$ cat src/lbm_pkg.sv
`timescale 1ns / 1ps
// ----------------------------------------------------------------------------
// lbm_pkg
// shared types and constants for the 8-bit layer blend pipeline
// ----------------------------------------------------------------------------
package lbm_pkg;

	localparam int unsigned NUM_CH   = 3;
	localparam int unsigned DIV_BITS = 8;

	localparam logic [4:0] MODE_NORMAL     = 5'd0;
	localparam logic [4:0] MODE_MULTIPLY   = 5'd1;
	localparam logic [4:0] MODE_ADD        = 5'd2;
	localparam logic [4:0] MODE_SUBTRACT   = 5'd3;
	localparam logic [4:0] MODE_SCREEN     = 5'd4;
	localparam logic [4:0] MODE_OVERLAY    = 5'd5;
	localparam logic [4:0] MODE_HARD_LIGHT = 5'd6;
	localparam logic [4:0] MODE_SOFT_LIGHT = 5'd7;
	localparam logic [4:0] MODE_DODGE      = 5'd8;
	localparam logic [4:0] MODE_BURN       = 5'd9;
	localparam logic [4:0] MODE_LIN_BURN   = 5'd10;
	localparam logic [4:0] MODE_VIVID      = 5'd11;
	localparam logic [4:0] MODE_LIN_LIGHT  = 5'd12;
	localparam logic [4:0] MODE_PIN_LIGHT  = 5'd13;
	localparam logic [4:0] MODE_DARKEN     = 5'd14;
	localparam logic [4:0] MODE_LIGHTEN    = 5'd15;
	localparam logic [4:0] MODE_DIFFERENCE = 5'd16;
	localparam logic [4:0] MODE_LUM_ADD    = 5'd17;
	localparam logic [4:0] MODE_LUM_DODGE  = 5'd18;

	typedef logic [4:0] mode_t;

	// how the final stage forms a channel
	typedef enum logic [1:0] {
		KIND_SIMPLE = 2'd0,
		KIND_DIV    = 2'd1,
		KIND_BURN   = 2'd2,
		KIND_SOFT   = 2'd3
	} kind_t;

	// values that ride alongside the divider
	typedef struct packed {
		kind_t       kind;
		logic [7:0]  simple;
		logic [15:0] soft_m;
		logic [7:0]  soft_n;
		logic        apply;
	} side_t;

	typedef struct packed {
		logic [15:0] num;
		logic [7:0]  den;
	} div_req_t;

	// exact x / 255 for x <= 65025
	function automatic logic [7:0] div255(input logic [15:0] x);
		logic [16:0] t;
		t = {1'b0, x} + {9'd0, x[15:8]} + 17'd1;
		return t[15:8];
	endfunction

endpackage

$ cat src/lbm_pix_in_if.sv
`timescale 1ns / 1ps
// ----------------------------------------------------------------------------
// lbm_pix_in_if
// source/destination pixel request channel
// ----------------------------------------------------------------------------
interface lbm_pix_in_if;
	logic       valid;
	logic       ready;
	logic [7:0] src_red;
	logic [7:0] src_green;
	logic [7:0] src_blue;
	logic [7:0] dst_red;
	logic [7:0] dst_green;
	logic [7:0] dst_blue;
	logic [7:0] alpha;

	modport source (output valid, src_red, src_green, src_blue,
		dst_red, dst_green, dst_blue, alpha, input ready);
	modport sink (input valid, src_red, src_green, src_blue,
		dst_red, dst_green, dst_blue, alpha, output ready);
endinterface

$ cat src/lbm_pix_out_if.sv
`timescale 1ns / 1ps
// ----------------------------------------------------------------------------
// lbm_pix_out_if
// blended pixel request channel
// ----------------------------------------------------------------------------
interface lbm_pix_out_if;
	logic       valid;
	logic       ready;
	logic [7:0] out_red;
	logic [7:0] out_green;
	logic [7:0] out_blue;
	logic       apply_alpha;

	modport source (output valid, out_red, out_green, out_blue, apply_alpha,
		input ready);
	modport sink (input valid, out_red, out_green, out_blue, apply_alpha,
		output ready);
endinterface

$ cat src/layer_blend_mode_8bit.sv
`timescale 1ns / 1ps
// ----------------------------------------------------------------------------
// layer_blend_mode_8bit
// per-pixel 8-bit rgb layer blend, 19 modes, saturated channels
// ----------------------------------------------------------------------------
// channel    dir  handshake     payload
// pix_in     in   valid/ready   src rgb, dst rgb, alpha
// pix_out    out  valid/ready   out rgb, apply_alpha
// cfg        in   cfg_we        cfg_data = blend_mode
//
// one pixel per cycle while the output is not stalled; 14 register stages
// (4 front stages, 9 divider stages, 1 output register)
// the whole pipe moves together and holds when the output is full and stalled
// arst_n clears valid bits and blend_mode; data registers are not reset
// ----------------------------------------------------------------------------
module layer_blend_mode_8bit (
	input  logic          clk,
	input  logic          arst_n,
	lbm_pix_in_if.sink    pix_in,
	lbm_pix_out_if.source pix_out,
	input  logic          cfg_we,
	input  logic [4:0]    cfg_data
);
	import lbm_pkg::*;

	// front stages plus divider load and bit stages
	localparam int unsigned PIPE_LEN = 4 + DIV_BITS + 1;

	mode_t                mode_q;
	logic [PIPE_LEN-1:0]  vld_q;
	logic                 out_vld_q;
	logic                 en;

	logic [NUM_CH-1:0][7:0] src, dst;
	div_req_t [NUM_CH-1:0]  req;
	side_t    [NUM_CH-1:0]  side_f, side_d;
	logic [NUM_CH-1:0][7:0] quo;
	logic [NUM_CH-1:0][7:0] res;

	// advance whenever the output slot is empty or being drained
	assign en           = !out_vld_q || pix_out.ready;
	assign pix_in.ready = en;

	always_ff @(posedge clk or negedge arst_n) begin
		if (!arst_n) begin
			mode_q <= MODE_NORMAL;
		end else if (cfg_we) begin
			mode_q <= cfg_data;
		end
	end

	always_ff @(posedge clk or negedge arst_n) begin
		if (!arst_n) begin
			vld_q     <= '0;
			out_vld_q <= 1'b0;
		end else if (en) begin
			vld_q     <= {vld_q[PIPE_LEN-2:0], pix_in.valid};
			out_vld_q <= vld_q[PIPE_LEN-1];
		end
	end

	assign src = {pix_in.src_blue, pix_in.src_green, pix_in.src_red};
	assign dst = {pix_in.dst_blue, pix_in.dst_green, pix_in.dst_red};

	lbm_front u_front (
		.clk   (clk),
		.en    (en),
		.src   (src),
		.dst   (dst),
		.alpha (pix_in.alpha),
		.mode  (mode_q),
		.req   (req),
		.side  (side_f)
	);

	for (genvar c = 0; c < NUM_CH; c++) begin : g_ch
		logic [15:0] soft_q;
		logic [8:0]  soft_sum;

		lbm_div u_div (
			.clk      (clk),
			.en       (en),
			.req      (req[c]),
			.side_in  (side_f[c]),
			.quo      (quo[c]),
			.side_out (side_d[c])
		);

		// soft light tail: n + m / 255, saturated
		assign soft_q   = {8'd0, div255(side_d[c].soft_m)};
		assign soft_sum = {1'b0, side_d[c].soft_n} + soft_q[8:0];

		always_comb begin
			case (side_d[c].kind)
				KIND_SIMPLE: res[c] = side_d[c].simple;
				KIND_DIV:    res[c] = quo[c];
				KIND_BURN:   res[c] = 8'd255 - quo[c];
				KIND_SOFT:   res[c] = soft_sum[8] ? 8'd255 : soft_sum[7:0];
				default:     res[c] = side_d[c].simple;
			endcase
		end
	end

	// output register
	always_ff @(posedge clk) begin
		if (en) begin
			pix_out.out_red     <= res[0];
			pix_out.out_green   <= res[1];
			pix_out.out_blue    <= res[2];
			pix_out.apply_alpha <= side_d[0].apply;
		end
	end

	assign pix_out.valid = out_vld_q;

endmodule

$ cat src/lbm_front.sv
`timescale 1ns / 1ps
// ----------------------------------------------------------------------------
// lbm_front
// four stages: capture, products, divide by 255, mode select / divide setup
// ----------------------------------------------------------------------------
module lbm_front (
	input  logic                                  clk,
	input  logic                                  en,
	input  logic [lbm_pkg::NUM_CH-1:0][7:0]       src,
	input  logic [lbm_pkg::NUM_CH-1:0][7:0]       dst,
	input  logic [7:0]                            alpha,
	input  lbm_pkg::mode_t                        mode,
	output lbm_pkg::div_req_t [lbm_pkg::NUM_CH-1:0] req,
	output lbm_pkg::side_t    [lbm_pkg::NUM_CH-1:0] side
);
	import lbm_pkg::*;

	logic [NUM_CH-1:0][7:0] s_s1, d_s1;
	logic [7:0]             a_s1;
	mode_t                  mode_s1, mode_s2, mode_s3;

	logic [NUM_CH-1:0][7:0]  s_s2, d_s2, s_s3, d_s3;
	logic [NUM_CH-1:0][15:0] sd_s2, ov_s2, sa_s2;
	logic [NUM_CH-1:0][8:0]  sd7_s3, ov7_s3;
	logic [NUM_CH-1:0][7:0]  n_s3, t_s3, t2_s3;

	div_req_t [NUM_CH-1:0] req_s4;
	side_t    [NUM_CH-1:0] side_s4;

	always_ff @(posedge clk) begin
		if (en) begin
			s_s1    <= src;
			d_s1    <= dst;
			a_s1    <= alpha;
			mode_s1 <= mode;
			mode_s2 <= mode_s1;
			mode_s3 <= mode_s2;
			s_s2    <= s_s1;
			d_s2    <= d_s1;
			s_s3    <= s_s2;
			d_s3    <= d_s2;
		end
	end

	for (genvar c = 0; c < NUM_CH; c++) begin : g_ch
		logic [7:0]  sn, dn, nt;
		logic [15:0] m;
		logic [15:0] d255;
		logic [8:0]  s2x;
		logic [7:0]  vn;
		logic [8:0]  wn;
		logic signed [11:0] r;
		div_req_t    rq;
		kind_t       k;
		logic [7:0]  simple8;

		assign sn = 8'd255 - s_s1[c];
		assign dn = 8'd255 - d_s1[c];

		always_ff @(posedge clk) begin
			if (en) begin
				sd_s2[c]  <= s_s1[c] * d_s1[c];
				ov_s2[c]  <= sn * dn;
				sa_s2[c]  <= s_s1[c] * a_s1;
				sd7_s3[c] <= sd_s2[c][15:7];
				ov7_s3[c] <= ov_s2[c][15:7];
				n_s3[c]   <= div255(sd_s2[c]);
				t_s3[c]   <= div255(ov_s2[c]);
				t2_s3[c]  <= div255(sa_s2[c]);
			end
		end

		// soft light: d * (255 - n - t); n + t never exceeds 255
		assign nt   = 8'd255 - n_s3[c] - t_s3[c];
		assign m    = d_s3[c] * nt;
		assign d255 = {d_s3[c], 8'd0} - {8'd0, d_s3[c]};
		assign s2x  = {s_s3[c], 1'b0};
		assign vn   = 8'd255 - s2x[7:0];
		assign wn   = 9'd510 - s2x;

		always_comb begin
			r  = '0;
			k  = KIND_SIMPLE;
			rq = '{num: d255, den: 8'd1};
			case (mode_s3)
				MODE_MULTIPLY:   r = 12'(n_s3[c]);
				MODE_ADD:        r = 12'(s_s3[c]) + 12'(d_s3[c]);
				MODE_SUBTRACT:   r = 12'(d_s3[c]) - 12'(s_s3[c]);
				MODE_SCREEN:     r = 12'(s_s3[c]) + 12'(d_s3[c]) - 12'(n_s3[c]);
				MODE_OVERLAY:
					r = d_s3[c][7] ? 12'sd255 - 12'(ov7_s3[c]) : 12'(sd7_s3[c]);
				MODE_HARD_LIGHT:
					r = s_s3[c][7] ? 12'sd255 - 12'(ov7_s3[c]) : 12'(sd7_s3[c]);
				MODE_SOFT_LIGHT: k = KIND_SOFT;
				MODE_DODGE: begin
					if (s_s3[c] == 8'd255) r = 12'sd255;
					else begin
						k  = KIND_DIV;
						rq = '{num: d255, den: 8'd255 - s_s3[c]};
					end
				end
				MODE_BURN: begin
					if (s_s3[c] != 8'd0) begin
						k  = KIND_BURN;
						rq = '{num: {8'd255 - d_s3[c], 8'd0} - {8'd0, 8'd255 - d_s3[c]},
							den: s_s3[c]};
					end
				end
				MODE_LIN_BURN:   r = 12'(d_s3[c]) + 12'(s_s3[c]) - 12'sd255;
				MODE_VIVID: begin
					if (!s_s3[c][7]) begin
						if (!(d_s3[c] <= vn || s_s3[c] == 8'd0)) begin
							k  = KIND_DIV;
							rq = '{num: {d_s3[c] - vn, 8'd0} - {8'd0, d_s3[c] - vn},
								den: s2x[7:0]};
						end
					end else if ({1'b0, d_s3[c]} >= wn || wn == 9'd0) begin
						r = 12'sd255;
					end else begin
						k  = KIND_DIV;
						rq = '{num: d255, den: wn[7:0]};
					end
				end
				MODE_LIN_LIGHT:  r = 12'(s2x) + 12'(d_s3[c]) - 12'sd255;
				MODE_PIN_LIGHT: begin
					if (s_s3[c] > 8'd128)
						r = (12'(s2x) - 12'sd255 < 12'(d_s3[c])) ? 12'(d_s3[c])
							: 12'(s2x) - 12'sd255;
					else
						r = (12'(s2x) > 12'(d_s3[c])) ? 12'(d_s3[c]) : 12'(s2x);
				end
				MODE_DARKEN:
					r = (d_s3[c] < s_s3[c]) ? 12'(d_s3[c]) : 12'(s_s3[c]);
				MODE_LIGHTEN:
					r = (d_s3[c] > s_s3[c]) ? 12'(d_s3[c]) : 12'(s_s3[c]);
				MODE_DIFFERENCE:
					r = (s_s3[c] > d_s3[c]) ? 12'(s_s3[c] - d_s3[c])
						: 12'(d_s3[c] - s_s3[c]);
				MODE_LUM_ADD:    r = 12'(t2_s3[c]) + 12'(d_s3[c]);
				MODE_LUM_DODGE: begin
					if (t2_s3[c] == 8'd255) r = 12'sd255;
					else begin
						k  = KIND_DIV;
						rq = '{num: d255, den: 8'd255 - t2_s3[c]};
					end
				end
				default:         r = 12'(s_s3[c]);
			endcase
			if (r < 0)             simple8 = 8'd0;
			else if (r > 12'sd255) simple8 = 8'd255;
			else                   simple8 = r[7:0];
		end

		always_ff @(posedge clk) begin
			if (en) begin
				req_s4[c]  <= rq;
				side_s4[c] <= '{kind: k, simple: simple8, soft_m: m,
					soft_n: n_s3[c],
					apply: !(mode_s3 == MODE_LUM_ADD || mode_s3 == MODE_LUM_DODGE)};
			end
		end
	end

	assign req  = req_s4;
	assign side = side_s4;

endmodule

$ cat src/lbm_div.sv
`timescale 1ns / 1ps
// ----------------------------------------------------------------------------
// lbm_div
// 16 / 8 restoring divider, one quotient bit per stage, result capped at 255
// ----------------------------------------------------------------------------
module lbm_div (
	input  logic              clk,
	input  logic              en,
	input  lbm_pkg::div_req_t req,
	input  lbm_pkg::side_t    side_in,
	output logic [7:0]        quo,
	output lbm_pkg::side_t    side_out
);
	import lbm_pkg::*;

	logic [DIV_BITS:0][7:0] rem_q, lo_q, den_q, quo_q;
	logic [DIV_BITS:0]      ovf_q;
	side_t [DIV_BITS:0]     side_q;

	// load stage: quotient overflows when the high byte already reaches the divisor
	always_ff @(posedge clk) begin
		if (en) begin
			rem_q[0]  <= req.num[15:8];
			lo_q[0]   <= req.num[7:0];
			den_q[0]  <= req.den;
			quo_q[0]  <= '0;
			ovf_q[0]  <= req.num[15:8] >= req.den;
			side_q[0] <= side_in;
		end
	end

	for (genvar i = 1; i <= DIV_BITS; i++) begin : g_stage
		logic [8:0] trial;
		logic       take;
		assign trial = {rem_q[i-1], lo_q[i-1][7]};
		assign take  = trial >= {1'b0, den_q[i-1]};
		always_ff @(posedge clk) begin
			if (en) begin
				rem_q[i]  <= take ? 8'(trial - {1'b0, den_q[i-1]}) : trial[7:0];
				lo_q[i]   <= {lo_q[i-1][6:0], 1'b0};
				den_q[i]  <= den_q[i-1];
				quo_q[i]  <= {quo_q[i-1][6:0], take};
				ovf_q[i]  <= ovf_q[i-1];
				side_q[i] <= side_q[i-1];
			end
		end
	end

	assign quo      = ovf_q[DIV_BITS] ? 8'd255 : quo_q[DIV_BITS];
	assign side_out = side_q[DIV_BITS];

endmodule

$ cat src/flat_wrapper.sv
// flat-port wrapper written by rule: the top's interface ports become plain ports
module layer_blend_mode_8bit_flat import lbm_pkg::*;
  (clk, arst_n, cfg_we, cfg_data, pix_in_valid, pix_in_src_red, pix_in_src_green, pix_in_src_blue, pix_in_dst_red, pix_in_dst_green, pix_in_dst_blue, pix_in_alpha, pix_in_ready, pix_out_valid, pix_out_out_red, pix_out_out_green, pix_out_out_blue, pix_out_apply_alpha, pix_out_ready);
  lbm_pix_in_if pix_in_i ();
  lbm_pix_out_if pix_out_i ();
  input  logic clk;
  input  logic arst_n;
  input  logic cfg_we;
  input  logic [4:0] cfg_data;
  input wire logic [$bits(pix_in_i.valid)-1:0] pix_in_valid;
  input wire logic [$bits(pix_in_i.src_red)-1:0] pix_in_src_red;
  input wire logic [$bits(pix_in_i.src_green)-1:0] pix_in_src_green;
  input wire logic [$bits(pix_in_i.src_blue)-1:0] pix_in_src_blue;
  input wire logic [$bits(pix_in_i.dst_red)-1:0] pix_in_dst_red;
  input wire logic [$bits(pix_in_i.dst_green)-1:0] pix_in_dst_green;
  input wire logic [$bits(pix_in_i.dst_blue)-1:0] pix_in_dst_blue;
  input wire logic [$bits(pix_in_i.alpha)-1:0] pix_in_alpha;
  output wire logic [$bits(pix_in_i.ready)-1:0] pix_in_ready;
  output wire logic [$bits(pix_out_i.valid)-1:0] pix_out_valid;
  output wire logic [$bits(pix_out_i.out_red)-1:0] pix_out_out_red;
  output wire logic [$bits(pix_out_i.out_green)-1:0] pix_out_out_green;
  output wire logic [$bits(pix_out_i.out_blue)-1:0] pix_out_out_blue;
  output wire logic [$bits(pix_out_i.apply_alpha)-1:0] pix_out_apply_alpha;
  input wire logic [$bits(pix_out_i.ready)-1:0] pix_out_ready;
  assign pix_in_i.valid = pix_in_valid;
  assign pix_in_i.src_red = pix_in_src_red;
  assign pix_in_i.src_green = pix_in_src_green;
  assign pix_in_i.src_blue = pix_in_src_blue;
  assign pix_in_i.dst_red = pix_in_dst_red;
  assign pix_in_i.dst_green = pix_in_dst_green;
  assign pix_in_i.dst_blue = pix_in_dst_blue;
  assign pix_in_i.alpha = pix_in_alpha;
  assign pix_in_ready = pix_in_i.ready;
  assign pix_out_valid = pix_out_i.valid;
  assign pix_out_out_red = pix_out_i.out_red;
  assign pix_out_out_green = pix_out_i.out_green;
  assign pix_out_out_blue = pix_out_i.out_blue;
  assign pix_out_apply_alpha = pix_out_i.apply_alpha;
  assign pix_out_i.ready = pix_out_ready;
  layer_blend_mode_8bit u_core (.clk(clk), .arst_n(arst_n), .pix_in(pix_in_i), .pix_out(pix_out_i), .cfg_we(cfg_we), .cfg_data(cfg_data));
endmodule
$ cat config.mk
export PLATFORM = sky130hd
export DESIGN_NAME = layer_blend_mode_8bit_flat
export DESIGN_NICKNAME = d
export VERILOG_FILES = /design/src/lbm_pkg.sv /design/src/lbm_pix_in_if.sv /design/src/lbm_pix_out_if.sv /design/src/layer_blend_mode_8bit.sv /design/src/lbm_front.sv /design/src/lbm_div.sv /design/src/flat_wrapper.sv
export SDC_FILE = /design/constraint.sdc
export NUM_CORES = 2
export LEC_CHECK = 0
export ABC_CLOCK_PERIOD_IN_PS = 84400
export BUFFER_PORTS_ARGS = -buffer_cell sky130_fd_sc_hd__buf_4
export CORE_MARGIN = 2
export CORE_UTILIZATION = 64
export DETAILED_ROUTE_END_ITERATION = 10
export PLACE_DENSITY = 0.78
export SYNTH_ARGS = -nofsm -noshare
export SYNTH_HDL_FRONTEND = slang
export SYNTH_SLANG_ARGS = --single-unit
$ cat constraint.sdc
create_clock -name clk -period 84.4 [get_ports clk]
set_clock_uncertainty 0.2 [all_clocks]
set_input_delay 4.22 -clock clk [delete_from_list [all_inputs] [get_ports clk]]
set_output_delay 4.22 -clock clk [all_outputs]
set_load 0.01 [all_outputs]
==> run summary <==
minimum clock period after layout -> 9.88 ns
grt total ovfl -> 0
Crit Path Max Fanout -> 68
worst reg-to-reg path cell count -> 26
CP startpoint kind -> primary input
hpwl dp -> 180000 µm
Least-Margin Pin Slew -> 1.25 ns
worst-skew pair later-pin latency -> 0.88 ns
commonest cells after routing, fill and taps aside -> edfxtp_1, inv_1, ha_1
drt pass-1 iters -> 6
Setup crit end -> pix_in_ready
number of global-route vias before repair -> 74600
Syn Nets -> 11100
reg2reg setup slack -> 77.54 ns
max_cap viols -> 0
Syn-to-layout area delta -> 8.58%
met2 WL post-DR -> 126000 µm
share of cells above drive strength 1 -> 7.10%
Starting Density -> 64.4%
DRT antenna net count -> 0
CP endpoint kind -> primary output
average cell area after synthesis -> 12.5 µm²
WL met3 -> 16100 µm
CTS resizes -> 0
largest net degree at the start of global routing -> 209
port bufs -> 92
Mapped Area -> 121000 µm²
DR DRC count -> 0
WL/cell -> 21.1 µm
Top Layer Used -> met4
DIE AREA -> 192000 µm²
CTS root buffer -> clkbuf_16
Yosys reg bits -> 2210
reg-to-reg startpoint -> u_core.u_front.n_s3[1]
CTS tree -> done
WP data required -> 79.98 ns
CP arrival -> 5.46 ns
routed wire length -> 262000 µm
M1 WL -> 111000 µm
status -> finished, final reports clean
register area share after synthesis -> 54.9%
CTS Buf Count -> 210
origin of the worst setup path -> pix_out_ready
Die W -> 438 µm
async set-or-reset flop fraction in the synthesized netlist -> 0.860%
Core Box Area -> 188000 µm²
hold-fix buffers at CTS -> 0
pre-CTS WS -> 74.23 ns
Post-synth EDFFs -> 2191
Synth cell types -> 112
CTS max path bufs -> 3
Worst Hold Class -> reg2reg
Worst Hold Depth -> 0
post-synthesis instance total -> 9629
FMAX -> 101 MHz
Setup Viol. Count Final -> 0
CP Class -> in2out
setup TNS -> 0 ns
initial antenna violation count -> 5
row count -> 159
CTS sink cnt -> 2210
pins over their slew limit -> 0
H-tree levels -> 4
vias per cell -> 5.94
Setup Buffers After CTS -> 0
Tcrit/Tclk final -> 11.7%
Rel. slew slack -> 16.5%
total track usage -> 27.5%
Clock transition at path regs -> 0.07 ns
Final nets -> 11200
r2r endpoint -> u_core.u_front.side[24]
routability congestion estimate -> 0.964
commonest non-fill, non-tap cell in the layout -> edfxtp_1
leading register cell type out of synthesis -> edfxtp_1
I/O Pins -> 93
yosys warns -> 0
setup ws final -> 74.52 ns
Hold Fails Final Rpt -> 0
Iter 0 DRT Violations -> 6596
die height -> 438 µm
first-pass GRT wire length -> 413000 µm
unrepaired setup endpoints after global routing -> false
vias -> 73700
-- metal layers --
metal  GRT usage [%]  vias up
li1                -    34200
met4            9.22        0
met1            38.1    36500
met2            45.1     2530
met5               0        -
met3            3.92      523
-- final cells by class --
class                           count  area (µm²)
Inverter                         1039        3900
Antenna cell                        2        5.00
Tap cell                         2495        3120
Fill cell                       12500       56500
Clock inverter                    130        1400
Timing Repair Buffer              187        1450
Sequential cell                  2210       66300
Multi-Input combinational cell   6089       49400
Clock buffer                      255        5500
-- Yosys cell counts (123+ instances only) --
| library cell | count | area (µm²) |
|---|---|---|
| edfxtp_1 | 2191 | 65800 |
| inv_1 | 1028 | 3860 |
| ha_1 | 963 | 12000 |
| nor2_1 | 774 | 2910 |
| nand2_1 | 536 | 2010 |
| fa_1 | 477 | 9550 |
| a21oi_1 | 455 | 2280 |
| xnor2_1 | 360 | 3150 |
| and2_1 | 359 | 2250 |
| o21ai_0 | 348 | 1740 |
| clkbuf_1 | 249 | 935 |
| xor2_1 | 125 | 1090 |
| nand3_1 | 123 | 616 |
-- state kept, by name, indices dropped and copies added (netlist names), 72 cells and up --
register,flops
u_core.g_ch.u_div.side_out,103
u_core.g_ch.u_div.side_q,824
u_core.g_ch.u_div.quo_q,108
u_core.u_front.req,72
u_core.g_ch.u_div.lo_q,84
u_core.g_ch.u_div.den_q,192
u_core.u_front.side,103
u_core.g_ch.u_div.g_stage.trial,216
-- per-stage QoR --
stage	util [%]	area (µm²)	std cells	hold WS, ns
floorplan	-	121000	9629	0.200
global placement	66.2	124000	12000	0.201
detailed placement	66.2	124000	12000	0.205
CTS	69.9	131000	12400	0.182
global route	69.9	131000	12400	0.190
finish	69.9	131000	12400	0.185
-- critical path: stages --
cell,delay [ns]
buf_4,0.08
nand2b_4,0.74
buf_4,0.27
-- worst min path at each step --
stage / from / endpoint / slack [ns]
after floorplan: u_core.u_front.req[15] / u_core.g_ch[0].u_div.g_stage[1].trial[0] / 0.20
after global placement: u_core.u_front.side[8] / u_core.g_ch[0].u_div.side_q[8] / 0.20
after detailed placement: u_core.g_ch[0].u_div.side_q[245] / u_core.g_ch[0].u_div.side_out[0] / 0.20
after CTS: u_core.g_ch[1].u_div.side_q[16] / u_core.g_ch[1].u_div.side_q[51] / 0.18
after global routing: u_core.g_ch[2].u_div.side_q[162] / u_core.g_ch[2].u_div.side_q[197] / 0.19
final: u_core.g_ch[1].u_div.side_q[16] / u_core.g_ch[1].u_div.side_q[51] / 0.18
-- cells by family (layout without fill, tap and decap cells) --
logic type / count (synthesis) / count (layout) / synth area share [%]
AOI/OAI and AO/OA: 1576 / 1576 / 8.50
xor gates and xnor gates: 488 / 488 / 3.56
adders and majority gates: 1440 / 1440 / 17.9
buffers and inverters: 1330 / 1611 / 4.19
DFF: 2210 / 2210 / 54.9
muxes: 111 / 111 / 0.963
other: 0 / 2 / 0
and+or+nand+nor: 2474 / 2474 / 10.0
Power is not shown: default switching activity piles up to over one toggle a cycle in this logic, so the estimate is an artifact.
